$ cat src/design/ttrr_pkg.sv
// shared constants, microcode table and helpers for the round-robin thread scheduler
`default_nettype none

package ttrr_pkg;

    localparam int SLOTS     = 16;
    localparam int ID_BITS   = 16;
    localparam int SLOT_W    = $clog2(SLOTS);
    localparam int CNT_W     = $clog2(SLOTS + 1);
    localparam int ID_PORT_W = 16;
    localparam int SLOT_PORT_W = 4;
    localparam int CMP_W     = (ID_BITS > ID_PORT_W) ? ID_BITS : ID_PORT_W;
    localparam int PC_W      = 4;

    // request kinds
    localparam logic [2:0] REQ_CREATE   = 3'd0;
    localparam logic [2:0] REQ_END      = 3'd1;
    localparam logic [2:0] REQ_SLEEP    = 3'd2;
    localparam logic [2:0] REQ_WAKE     = 3'd3;
    localparam logic [2:0] REQ_SCHEDULE = 3'd4;

    // result status codes
    localparam logic [1:0] ST_OK     = 2'd0;
    localparam logic [1:0] ST_FULL   = 2'd1;
    localparam logic [1:0] ST_NO_ID  = 2'd2;
    localparam logic [1:0] ST_NO_CUR = 2'd3;

    // microprogram entry points
    localparam logic [PC_W-1:0] A_CREATE = 4'd0;
    localparam logic [PC_W-1:0] A_END    = 4'd2;
    localparam logic [PC_W-1:0] A_SLEEP  = 4'd5;
    localparam logic [PC_W-1:0] A_WAKE   = 4'd8;
    localparam logic [PC_W-1:0] A_SCHED  = 4'd11;
    localparam logic [PC_W-1:0] A_PUB    = 4'd12;

    typedef enum logic [3:0] {
        U_NOP       = 4'd0,
        U_FIND_FREE = 4'd1,
        U_CREATE_WR = 4'd2,
        U_CHK_CUR   = 4'd3,
        U_END_CUR   = 4'd4,
        U_SLEEP_CUR = 4'd5,
        U_FIND_ID   = 4'd6,
        U_WAKE      = 4'd7,
        U_SCHED     = 4'd8
    } uop_t;

    typedef struct packed {
        uop_t            uop;
        logic            fail_jump;
        logic            go_jump;
        logic [PC_W-1:0] target;
        logic            publish;
    } uword_t;

    typedef struct packed {
        uop_t uop;
        logic start;
    } dp_ctrl_t;

    function automatic uword_t uw(input uop_t op, input logic fj, input logic gj,
                                  input logic [PC_W-1:0] tgt, input logic pub);
        uword_t w;
        w.uop       = op;
        w.fail_jump = fj;
        w.go_jump   = gj;
        w.target    = tgt;
        w.publish   = pub;
        return w;
    endfunction

    function automatic uword_t ucode_rom(input logic [PC_W-1:0] pc);
        uword_t w;
        case (pc)
            4'd0:    w = uw(U_FIND_FREE, 1'b1, 1'b0, A_PUB, 1'b0);
            4'd1:    w = uw(U_CREATE_WR, 1'b0, 1'b1, A_PUB, 1'b0);
            4'd2:    w = uw(U_CHK_CUR,   1'b1, 1'b0, A_PUB, 1'b0);
            4'd3:    w = uw(U_END_CUR,   1'b0, 1'b0, A_PUB, 1'b0);
            4'd4:    w = uw(U_SCHED,     1'b0, 1'b1, A_PUB, 1'b0);
            4'd5:    w = uw(U_CHK_CUR,   1'b1, 1'b0, A_PUB, 1'b0);
            4'd6:    w = uw(U_SLEEP_CUR, 1'b0, 1'b0, A_PUB, 1'b0);
            4'd7:    w = uw(U_SCHED,     1'b0, 1'b1, A_PUB, 1'b0);
            4'd8:    w = uw(U_FIND_ID,   1'b1, 1'b0, A_PUB, 1'b0);
            4'd9:    w = uw(U_WAKE,      1'b0, 1'b0, A_PUB, 1'b0);
            4'd10:   w = uw(U_SCHED,     1'b0, 1'b1, A_PUB, 1'b0);
            4'd11:   w = uw(U_SCHED,     1'b0, 1'b1, A_PUB, 1'b0);
            default: w = uw(U_NOP,       1'b0, 1'b0, A_PUB, 1'b1);
        endcase
        return w;
    endfunction

    function automatic logic [PC_W-1:0] dispatch(input logic [2:0] req);
        logic [PC_W-1:0] pc;
        case (req)
            REQ_CREATE:   pc = A_CREATE;
            REQ_END:      pc = A_END;
            REQ_SLEEP:    pc = A_SLEEP;
            REQ_WAKE:     pc = A_WAKE;
            REQ_SCHEDULE: pc = A_SCHED;
            default:      pc = A_PUB;
        endcase
        return pc;
    endfunction

    // index of the lowest set bit, zero when none
    function automatic logic [SLOT_W-1:0] lowest_set(input logic [SLOTS-1:0] v);
        logic [SLOT_W-1:0] idx;
        idx = '0;
        for (int i = SLOTS - 1; i >= 0; i--) begin
            if (v[i]) begin
                idx = SLOT_W'(i);
            end
        end
        return idx;
    endfunction

endpackage

`default_nettype wire

$ cat src/design/ttrr_sequencer.sv
// microcode sequencer: step counter, control rom lookup and conditional jumps
`default_nettype none

module ttrr_sequencer (
    input  wire logic               aclk,
    input  wire logic               aresetn,
    input  wire logic               s_tvalid,
    input  wire logic [2:0]         req_type,
    output logic                    s_tready,
    input  wire logic               out_free,
    input  wire logic               dp_fail,
    output ttrr_pkg::dp_ctrl_t      dp_ctrl,
    output logic                    load_out
);
    import ttrr_pkg::*;

    typedef enum logic [1:0] {
        SQ_IDLE = 2'b01,
        SQ_RUN  = 2'b10
    } seq_state_t;

    seq_state_t      state_reg, state_next;
    logic [PC_W-1:0] pc_reg, pc_next;
    uword_t          uword;
    logic            accept;

    assign uword    = ucode_rom(pc_reg);
    assign s_tready = (state_reg == SQ_IDLE);
    assign accept   = s_tvalid && s_tready;

    always_comb begin
        state_next    = state_reg;
        pc_next       = pc_reg;
        load_out      = 1'b0;
        dp_ctrl.uop   = U_NOP;
        dp_ctrl.start = accept;
        case (state_reg)
            SQ_IDLE: begin
                if (accept) begin
                    pc_next    = dispatch(req_type);
                    state_next = SQ_RUN;
                end
            end
            SQ_RUN: begin
                if (uword.publish) begin
                    // hold here until the output register can take the beat
                    if (out_free) begin
                        load_out   = 1'b1;
                        state_next = SQ_IDLE;
                    end
                end else begin
                    dp_ctrl.uop = uword.uop;
                    if ((uword.fail_jump && dp_fail) || uword.go_jump) begin
                        pc_next = uword.target;
                    end else begin
                        pc_next = pc_reg + 1'b1;
                    end
                end
            end
            default: begin
                state_next = SQ_IDLE;
            end
        endcase
    end

    always_ff @(posedge aclk) begin
        if (!aresetn) begin
            state_reg <= SQ_IDLE;
            pc_reg    <= A_PUB;
        end else begin
            state_reg <= state_next;
            pc_reg    <= pc_next;
        end
    end

endmodule

`default_nettype wire

$ cat src/design/ttrr_datapath.sv
// thread slot table, free/id/runnable searches and result registers
`default_nettype none

module ttrr_datapath (
    input  wire logic                               aclk,
    input  wire logic                               aresetn,
    input  wire ttrr_pkg::dp_ctrl_t                 ctrl,
    input  wire logic                               start_waiting,
    input  wire logic [ttrr_pkg::ID_PORT_W-1:0]     target_id,
    output logic                                    dp_fail,
    output logic [1:0]                              status,
    output logic [ttrr_pkg::ID_PORT_W-1:0]          new_id,
    output logic                                    switched,
    output logic [ttrr_pkg::SLOT_PORT_W-1:0]        running_slot,
    output logic                                    running_is_boot
);
    import ttrr_pkg::*;

    logic [SLOTS-1:0]     present_reg;
    logic [SLOTS-1:0]     waiting_reg;
    logic [ID_BITS-1:0]   ident_reg [SLOTS];
    logic [ID_BITS-1:0]   next_ident_reg;
    logic [SLOT_W-1:0]    scan_reg;
    logic [SLOT_W-1:0]    cur_reg;
    logic                 on_boot_reg;
    logic [CNT_W-1:0]     live_reg;

    logic [1:0]           status_reg;
    logic [ID_BITS-1:0]   new_id_reg;
    logic                 switched_reg;
    logic [SLOT_W-1:0]    idx_reg;
    logic                 sw_reg;
    logic [ID_PORT_W-1:0] target_reg;

    logic                 have_cur;
    logic [SLOTS-1:0]     free_vec;
    logic                 free_any;
    logic [SLOT_W-1:0]    free_idx;
    logic [SLOTS-1:0]     match_vec;
    logic                 match_any;
    logic [SLOT_W-1:0]    match_idx;
    logic                 wake_ok;
    logic [SLOTS-1:0]     runnable;
    logic [SLOTS-1:0]     hi_vec;
    logic [SLOT_W-1:0]    start_pos;
    logic                 sched_hit;
    logic [SLOT_W-1:0]    sched_pick;
    logic                 live_any;

    assign have_cur = !on_boot_reg && present_reg[cur_reg];
    assign free_vec = ~present_reg;
    assign free_any = |free_vec;
    assign free_idx = lowest_set(free_vec);
    assign live_any = (live_reg != '0);

    always_comb begin
        for (int i = 0; i < SLOTS; i++) begin
            match_vec[i] = (CMP_W'(ident_reg[i]) == CMP_W'(target_reg));
        end
    end
    assign match_any = |match_vec;
    assign match_idx = lowest_set(match_vec);
    assign wake_ok   = match_any && present_reg[match_idx];

    // circular scan: first runnable slot at or above start, else lowest runnable
    assign runnable  = present_reg & ~waiting_reg;
    assign start_pos = (scan_reg == SLOT_W'(SLOTS - 1)) ? '0 : scan_reg + 1'b1;
    always_comb begin
        for (int i = 0; i < SLOTS; i++) begin
            hi_vec[i] = runnable[i] && (i >= int'(start_pos));
        end
    end
    assign sched_hit  = |runnable;
    assign sched_pick = (|hi_vec) ? lowest_set(hi_vec) : lowest_set(runnable);

    always_comb begin
        case (ctrl.uop)
            U_FIND_FREE: dp_fail = !free_any;
            U_CHK_CUR:   dp_fail = !have_cur;
            U_FIND_ID:   dp_fail = !wake_ok;
            default:     dp_fail = 1'b0;
        endcase
    end

    always_ff @(posedge aclk) begin
        if (!aresetn) begin
            present_reg    <= '0;
            waiting_reg    <= '0;
            for (int i = 0; i < SLOTS; i++) begin
                ident_reg[i] <= '0;
            end
            next_ident_reg <= ID_BITS'(1);
            scan_reg       <= SLOT_W'(SLOTS - 1);
            cur_reg        <= '0;
            on_boot_reg    <= 1'b1;
            live_reg       <= '0;
        end else begin
            case (ctrl.uop)
                U_CREATE_WR: begin
                    present_reg[idx_reg] <= 1'b1;
                    waiting_reg[idx_reg] <= sw_reg;
                    ident_reg[idx_reg]   <= next_ident_reg;
                    live_reg             <= live_reg + 1'b1;
                    // id counter skips zero on wrap
                    next_ident_reg <= (next_ident_reg == '1) ? ID_BITS'(1)
                                                             : next_ident_reg + 1'b1;
                end
                U_END_CUR: begin
                    present_reg[cur_reg] <= 1'b0;
                    waiting_reg[cur_reg] <= 1'b0;
                    ident_reg[cur_reg]   <= '0;
                    if (live_any) begin
                        live_reg <= live_reg - 1'b1;
                    end
                end
                U_SLEEP_CUR: begin
                    waiting_reg[cur_reg] <= 1'b1;
                end
                U_WAKE: begin
                    waiting_reg[idx_reg] <= 1'b0;
                end
                U_SCHED: begin
                    if (live_any) begin
                        if (sched_hit) begin
                            scan_reg    <= sched_pick;
                            cur_reg     <= sched_pick;
                            on_boot_reg <= 1'b0;
                        end else begin
                            scan_reg <= start_pos;
                        end
                    end
                end
                default: begin
                end
            endcase
        end
    end

    always_ff @(posedge aclk) begin
        if (ctrl.start) begin
            status_reg   <= ST_OK;
            new_id_reg   <= '0;
            switched_reg <= 1'b0;
            sw_reg       <= start_waiting;
            target_reg   <= target_id;
        end else begin
            case (ctrl.uop)
                U_FIND_FREE: begin
                    idx_reg <= free_idx;
                    if (!free_any) begin
                        status_reg <= ST_FULL;
                    end
                end
                U_CREATE_WR: begin
                    new_id_reg <= next_ident_reg;
                end
                U_CHK_CUR: begin
                    if (!have_cur) begin
                        status_reg <= ST_NO_CUR;
                    end
                end
                U_FIND_ID: begin
                    idx_reg <= match_idx;
                    if (!wake_ok) begin
                        status_reg <= ST_NO_ID;
                    end
                end
                U_SCHED: begin
                    switched_reg <= live_any && sched_hit;
                end
                default: begin
                end
            endcase
        end
    end

    assign status          = status_reg;
    assign new_id          = ID_PORT_W'(new_id_reg);
    assign switched        = switched_reg;
    assign running_slot    = SLOT_PORT_W'(cur_reg);
    assign running_is_boot = on_boot_reg;

`ifndef ASSERT_OFF
    a_live_count: assert property (@(posedge aclk) disable iff (!aresetn)
        $countones(present_reg) == int'(live_reg))
        else $error("live count differs from number of present slots");

    a_ident_nonzero: assert property (@(posedge aclk) disable iff (!aresetn)
        next_ident_reg != '0)
        else $error("next id reached zero");

    a_create_free: assert property (@(posedge aclk) disable iff (!aresetn)
        ctrl.uop == U_CREATE_WR |-> !present_reg[idx_reg])
        else $error("create writes an occupied slot");

    a_sched_lands: assert property (@(posedge aclk) disable iff (!aresetn)
        (ctrl.uop == U_SCHED && live_any && sched_hit) |=>
            (!on_boot_reg && present_reg[cur_reg] && !waiting_reg[cur_reg]))
        else $error("switch landed on a slot that is not runnable");
`endif

endmodule

`default_nettype wire

$ cat src/design/thread_table_round_robin_scheduler_core.sv
// top level of the round-robin thread scheduler: sequencer, slot datapath, output register
//
// usage: one request beat on the s_ channel gives exactly one result beat on the m_ channel.
// s_tuser carries the request kind (create, end current, sleep current, wake by id, schedule);
// s_tdata carries start_waiting and target_id. m_tdata returns status, new_id, switched,
// the running slot and whether the boot context is still current.
// a microcoded sequencer steps through a short program per request kind, one step per cycle,
// over a datapath that holds the thread table in flops; searches over the table are single-step
// priority scans. the last program step loads the result into the output register, so the
// wait for a result grows with the program: shortest for unknown kinds, then schedule, create,
// end/sleep/wake. s_tready is high whenever no request is in progress, so a new request is
// taken only once the one before has loaded its result; a result that the receiver has not taken
// does not block the next request, whose last step waits until the output register frees up.
// aresetn clears the table, sets the next id to one, puts the boot context in charge and
// drops any pending result.
`default_nettype none

module thread_table_round_robin_scheduler_core (
    input  wire logic        aclk,
    input  wire logic        aresetn,
    input  wire logic        s_tvalid,
    output logic             s_tready,
    input  wire logic [23:0] s_tdata,   // start_waiting[0], target_id[16:1], zero pad
    input  wire logic [2:0]  s_tuser,   // req_type[2:0]
    output logic             m_tvalid,
    input  wire logic        m_tready,
    output logic [23:0]      m_tdata    // status[1:0], new_id[17:2], switched[18],
                                        // running_slot[22:19], running_is_boot[23]
);
    import ttrr_pkg::*;

    dp_ctrl_t                dp_ctrl;
    logic                    dp_fail;
    logic                    load_out;
    logic                    out_free;
    logic [1:0]              status;
    logic [ID_PORT_W-1:0]    new_id;
    logic                    switched;
    logic [SLOT_PORT_W-1:0]  running_slot;
    logic                    running_is_boot;
    logic                    m_tvalid_reg;
    logic [23:0]             m_tdata_reg;

    assign out_free = !m_tvalid_reg || m_tready;

    ttrr_sequencer u_seq (
        .aclk     (aclk),
        .aresetn  (aresetn),
        .s_tvalid (s_tvalid),
        .req_type (s_tuser),
        .s_tready (s_tready),
        .out_free (out_free),
        .dp_fail  (dp_fail),
        .dp_ctrl  (dp_ctrl),
        .load_out (load_out)
    );

    ttrr_datapath u_dp (
        .aclk            (aclk),
        .aresetn         (aresetn),
        .ctrl            (dp_ctrl),
        .start_waiting   (s_tdata[0]),
        .target_id       (s_tdata[16:1]),
        .dp_fail         (dp_fail),
        .status          (status),
        .new_id          (new_id),
        .switched        (switched),
        .running_slot    (running_slot),
        .running_is_boot (running_is_boot)
    );

    always_ff @(posedge aclk) begin
        if (!aresetn) begin
            m_tvalid_reg <= 1'b0;
        end else if (load_out) begin
            m_tvalid_reg <= 1'b1;
        end else if (m_tready) begin
            m_tvalid_reg <= 1'b0;
        end
    end

    always_ff @(posedge aclk) begin
        if (load_out) begin
            m_tdata_reg <= {running_is_boot, running_slot, switched, new_id, status};
        end
    end

    assign m_tvalid = m_tvalid_reg;
    assign m_tdata  = m_tdata_reg;

endmodule

`default_nettype wire

$ cat config.mk
export PLATFORM = sky130hd
export DESIGN_NAME = thread_table_round_robin_scheduler_core
export DESIGN_NICKNAME = d
export VERILOG_FILES = /design/src/design/ttrr_pkg.sv /design/src/design/ttrr_sequencer.sv /design/src/design/ttrr_datapath.sv /design/src/design/thread_table_round_robin_scheduler_core.sv
export SDC_FILE = /design/constraint.sdc
export NUM_CORES = 1
export LEC_CHECK = 0
export BUFFER_PORTS_ARGS = -buffer_cell sky130_fd_sc_hd__buf_2
export CORE_MARGIN = 2
export CORE_UTILIZATION = 23
export CTS_CLUSTER_SIZE = 40
export DETAILED_ROUTE_END_ITERATION = 6
export GPL_TIMING_DRIVEN = 0
export HOLD_SLACK_MARGIN = 0.15
export SLEW_MARGIN = 0
export SYNTH_ARGS = -nofsm -noshare
export SYNTH_HDL_FRONTEND = slang
export SYNTH_SLANG_ARGS = --single-unit
$ cat constraint.sdc
create_clock -name aclk -period 11.3 [get_ports aclk]
set_input_delay 1.13 -clock aclk [delete_from_list [all_inputs] [get_ports aclk]]
set_output_delay 1.13 -clock aclk [all_outputs]
set_load 0.02 [all_outputs]
==> impl_metrics.tcl, run 1 <==
set metrics [dict create \
    setup_tns_ps 0 \
    cts_resized 0 \
    diodes 0 \
    clock_latency_ps 570 \
    endpoint "u_seq.uword[6]$_DFF_P_" \
    wl_mm 58.4 \
    worst-path-max-fanout 10 \
    num_rows 107 \
    drc 0 \
    syn_area_per_cell_um2 10.6 \
    grt_pass1_vias 13800 \
    finClkSkew_ps 29.9 \
    synth_top_area_share_pct 46.0 \
    coreArea_mm2 0.0849 \
    ys_warn_count 0 \
    p_leak_nw 7.48 \
    required_ps 11750 \
    post_cts_buffers 0 \
    layout_commonest_cell "nor2_1" \
    overflow 0 \
    ant_nets 0 \
    ir_drop_mv 0.105 \
    tightest_slew_ps 1260 \
    cts_buffers 42 \
    grt_max_degree 27 \
    yosysUniqueCellTypes 78 \
    io_buffer_count 49 \
    setup_viol 0 \
    ys_top_cells_by_area "edfxtp_1 46%, dfxtp_1 9.7%, xnor2_1 6.7%, nor2_1 6.6%, xor2_1 5.5%" \
    startpoint_type "flip-flop" \
    hold_viol 0 \
    fmax_mhz 196 \
    rsz0062_at_grt "false" \
    worst_slack_ps 6190 \
    clkTransAtPathRegs_ps 60 \
    startpoint "u_dp.target_reg[11]$_DFFE_PP_" \
    ios 57 \
    die_area_mm2 0.0878 \
    fin_nets 1987 \
    synth_seq_cells 396 \
    dr.pass1.iters 6 \
    floorplan.initialDensity_pct 23.1 \
    cts_max_level 2 \
    filler_cell_count 9043 \
    syn_nets 1894 \
    synth-async-reset-ratio_pct 0 \
    finalCritPeriodShare_pct 45.2 \
    final_area_mm2 0.0226 \
    layout_common_cells "347 x nor2_1, 301 x edfxtp_1, 191 x nand2_1" \
    place_congestion 0.938 \
    viasPerCell 4.61 \
    end_kind "flip-flop" \
    maxCapViolCount 0 \
    place_area_mm2 0.0213 \
    post-route-min-period_ps 5110 \
    hold_ws_ps 427 \
    ys.flop_type "edfxtp_1" \
    synth_edf_count 301 \
    min_path_type "flip-flop to flip-flop" \
    grt_antenna_before_repair 0 \
    fp.dieH_um 296 \
    synthCells 1848 \
    clockBufferDepth 3 \
    rrSetupSlack_ps 6190 \
    drt_iter0_markers 1596 \
    reg2regPathDepth 18 \
    reg2reg_from "u_dp.target_reg[11]$_DFFE_PP_" \
    vias 14400 \
    dp_slack_ps 6260 \
    cp.arrival_ps 5560 \
    worstSetupPathType "flip-flop to flip-flop" \
    clkSinkCount 396 \
    synth_top_cell_by_area "edfxtp_1" \
    cts_tree "yes" \
    reg2reg_to "u_seq.uword[6]$_DFF_P_" \
    seq_area_frac_synth_pct 55.7 \
    status "completed" \
    syn_area_mm2 0.0196 \
    powerDensity_mw_per_mm2 154 \
    maxSlewViolCount 0 \
    die_w_um 296 \
    grt_use_total_pct 13.2 \
    cts_hold_buffers 0 \
    drive_gt1_share_pct 9.04 \
    area_delta_synth_final_pct 15.1 \
    grt_pass1_wl_mm 86.9 \
    cts_root_buffer "clkbuf_16" \
    wl_per_cell_um 18.8 \
    dp_hpwl_mm 39.2 \
    largest_reg_flops 256 \
    slew_headroom_pct 15.8 \
]
==> through the flow <==
step	util, %	power [mW]	cells
6_report	26.6	3.47	3114
4_1_cts	26.6	3.50	3114
3_3_place_gp	25.1	2.18	3041
3_5_place_dp	25.1	2.19	3041
5_1_grt	26.6	3.59	3114
2_1_floorplan	-	2.04	1848
==> worst max-delay path, cell delays in order (launching register included) <==
cell	delay, ps
edfxtp_1	340
buf_6	190
buf_6	260
xnor2_1	150
nand4_1	150
nor4_2	730
a21o_1	270
o21ai_0	130
a21o_1	190
buf_4	180
mux2i_1	160
nor4b_1	80
nor4_2	790
a21oi_1	200
a21oi_1	410
ha_1	270
inv_1	60
or3_1	360
o311ai_1	70
==> layer usage <==
metal,wire length (um),global-route usage [%]
met1,24800,17.8
met2,27400,21.8
met3,4450,2.02
met4,1720,4.03
met5,0,0
==> cells in the mapped netlist (all sizes together), types with 13 or more instances <==
library cell	number
a21oi	86
and3	16
buf	37
clkbuf	71
dfxtp	95
edfxtp	301
ha	14
inv	23
mux2i	13
nand2	191
nand2b	22
nand3	35
nand4	52
nor2	347
nor2b	21
nor3	15
nor4	43
o21ai	46
xnor2	156
xor2	124
==> cell families (layout without fill, tap and decap cells) <==
family | Yosys count | count (layout) | synth area share [%]
AND/OR/NAND/NOR | 780 | 780 | 18.3
buffers and inverters | 131 | 253 | 3.85
flip-flops | 396 | 396 | 55.7
XOR/XNOR | 280 | 280 | 12.7
AO/OA/AOI/OAI | 228 | 228 | 7.29
adder cells (fa/ha/maj) | 15 | 15 | 0.994
multiplexers | 18 | 18 | 1.24
==> layout make-up <==
cell class              instances  area [um^2]  area share, %
inverters                      23         86.3          0.382
well taps                    1144         1430           6.33
repair buffers                 49          245           1.08
clock inverters                17          110          0.487
multi-input cells            1321         7960           35.2
flip-flops and latches        396        10900           48.4
clock buffers                  56         1170           5.16
plain buffers                 108          671           2.97
==> power breakdown <==
group | leakage [nW] | switching, mW | internal, mW
Combinational | 3.09 | 0.304 | 0.185
Clock | 0.627 | 0.587 | 0.728
Sequential | 3.77 | 0.0345 | 1.63
==> worst min-delay path by stage <==
stage | slack [ps] | endpoint | cells past startpoint | from
5_1_grt | 440 | m_tdata[4]$_DFFE_PP_ | 0 | u_dp.new_id[2]$_SDFFE_PP0P_
4_1_cts | 430 | m_tdata[20]$_DFFE_PP_ | 0 | u_dp.running_slot[1]$_SDFFE_PN0P_
3_5_place_dp | 410 | m_tdata[20]$_DFFE_PP_ | 0 | u_dp.running_slot[1]$_SDFFE_PN0P_
3_3_place_gp | 410 | m_tdata[20]$_DFFE_PP_ | 0 | u_dp.running_slot[1]$_SDFFE_PN0P_
2_1_floorplan | 410 | m_tdata[20]$_DFFE_PP_ | 0 | u_dp.running_slot[1]$_SDFFE_PN0P_
6_report | 430 | m_tdata[20]$_DFFE_PP_ | 0 | u_dp.running_slot[1]$_SDFFE_PN0P_
(Power assumes the default switching activity.)
==> run 2: changes to the inputs <==
- clock period: 11.3 -> 4.25 ns (I/O delays scaled with it)
==> impl_metrics.tcl, run 2 (synthesis results as in run 1) <==
set metrics [dict create \
    violations "max-capacitance violations, max-slew violations, negative setup slack" \
    grt_use_total_pct 13.4 \
    clkTransAtPathRegs_ps 60 \
    rrSetupSlack_ps -90 \
    dr.pass1.iters 7 \
    status "complete, but fails checks" \
    maxCapViolCount 2 \
    reg2regPathDepth 20 \
    coreArea_mm2 0.0849 \
    clock_latency_ps 570 \
    drive_gt1_share_pct 18.9 \
    clockBufferDepth 3 \
    slowest_stage "nor4_1" \
    setup_tns_ps -399 \
    cts_root_buffer "clkbuf_16" \
    die_area_mm2 0.0878 \
    filler_cell_count 8846 \
    place_congestion 0.938 \
    finalCritPeriodShare_pct 102 \
    drc 0 \
    area_delta_synth_final_pct 25.8 \
    ant_nets 0 \
    dp_hpwl_mm 39.2 \
    floorplan.initialDensity_pct 23.1 \
    grt_pass1_vias 14100 \
    powerDensity_mw_per_mm2 393 \
    post-route-min-period_ps 4340 \
    hold_viol 0 \
    end_kind "flip-flop" \
    die_w_um 296 \
    wl_per_cell_um 18.9 \
    fp.dieH_um 296 \
    finClkSkew_ps 30.1 \
    fin_util_pct 29.1 \
    num_rows 107 \
    grt_max_degree 27 \
    layout_commonest_cell "nor2_1" \
    drt_iter0_markers 1711 \
    fmax_mhz 230 \
    worst-path-max-fanout 5 \
    worstSetupPathType "flip-flop to flip-flop" \
    tightest_slew_ps 1560 \
    max_stage_delay_ps 430 \
    grt_pass1_wl_mm 88.4 \
    wl_mm 61.3 \
    clkSinkCount 396 \
    min_path_type "input port to flip-flop" \
    hold_path_depth 3 \
    ios 57 \
    p_leak_nw 8.51 \
    path_common_cell "buf_6" \
    rsz0062_at_grt "true" \
    ir_drop_mv 0.281 \
    fin_nets 2108 \
    overflow 0 \
    viasPerCell 4.65 \
    startpoint_type "flip-flop" \
    worst_slack_ps -91.3 \
    setup_viol 6 \
    dp_slack_ps -788 \
    cp.arrival_ps 4810 \
    io_buffer_count 49 \
    grt_antenna_before_repair 0 \
    diodes 0 \
    layout_common_cells "344 x nor2_1, 301 x edfxtp_1, 175 x nand2_1" \
    cts_tree "yes" \
    cts_buffers 42 \
    required_ps 4720 \
    cts_max_level 2 \
    total_power_mw 9.71 \
    largest_reg_flops 256 \
    crit_chain "buf_8, buf_12, xor2_1, nor4_1, nand4_1, a211oi_1, o21ai_1, a21o_1, buf_6, mux2i_2, nor4b_2, nor4_4, buf_6, a211oi_2, o22a_1, and2_4, inv_4, ha_4, or2_4, o22ai_2" \
    slew_headroom_pct -3.81 \
    maxSlewViolCount 22 \
    vias 15100 \
]
run 2: cell count changes in the layout (fill, tap and decap cells not counted), moves of 17 or more:
cell,before,now
buf_12,1,22
xnor2_1,151,124
xnor2_2,5,31
dlygate4sd3_1,0,17
buf_4,1,82
run 2: path summary, 6_finish.rpt:
kind                                           from                      end
setup / recovery      u_dp.target_reg[14]$_DFFE_PP_  u_seq.uword[10]$_DFF_P_
hold / removal                             m_tready    m_tvalid$_SDFFE_PN0P_
setup reg to reg      u_dp.target_reg[14]$_DFFE_PP_  u_seq.uword[10]$_DFF_P_
hold reg to reg   u_dp.running_slot[1]$_SDFFE_PN0P_    m_tdata[20]$_DFFE_PP_
run 2: area by class of cell:
class,instances,area [um^2],share of cell area (%)
Clock buffer,56,1170,4.72
Multi-Input combinational cell,1321,8680,35.1
Tap cell,1144,1430,5.79
Buffer,105,832,3.37
Inverter,23,88.8,0.360
Timing Repair Buffer,173,1460,5.90
Sequential cell,396,10900,44.3
Clock inverter,17,110,0.446
run 2: critical path, delay by kind of cell, from the launching register on:
kind	cells	cell delay, ps
adder cells (fa/ha/maj)	1	220
XOR/XNOR	1	160
AO/OA/AOI/OAI	6	1170
AND/OR/NAND/NOR	6	1500
multiplexers	1	150
buffers and inverters	5	650
flip-flops	1	400
run 2: metrics by stage:
step / area, um^2 / hold WS [ps] / instances
after floorplan: 19600 / 406 / 1848
after global placement: 21300 / 414 / 3041
after detailed placement: 21300 / 415 / 3041
after CTS: 23500 / 192 / 3166
after global routing: 24700 / 223 / 3235
final: 24700 / 204 / 3235
run 2: timing repair:
action | 4_1_cts | 5_1_grt
pin swaps | 25 | 60
cloned | 0 | 2
setup endpoints to repair | 273 | 348
gates resized for setup | 86 | 115
hold buffers | 17 | 0
setup buffers | 37 | 71
endpoints found under the hold margin | 17 | 0
run 2: power by group:
group | switching (mW) | internal, mW
logic | 0.966 | 0.800
registers | 0.102 | 4.34
clock network | 1.57 | 1.93
run 2: routing by layer:
metal / vias up / share of wire, % / GRT usage [%]
met5: - / 0 / 0
met4: 0 / 3.2 / 4.39
met3: 114 / 7.7 / 2.02
met2: 614 / 47 / 22.1
met1: 7429 / 42 / 17.9
li1: 6901 / - / -
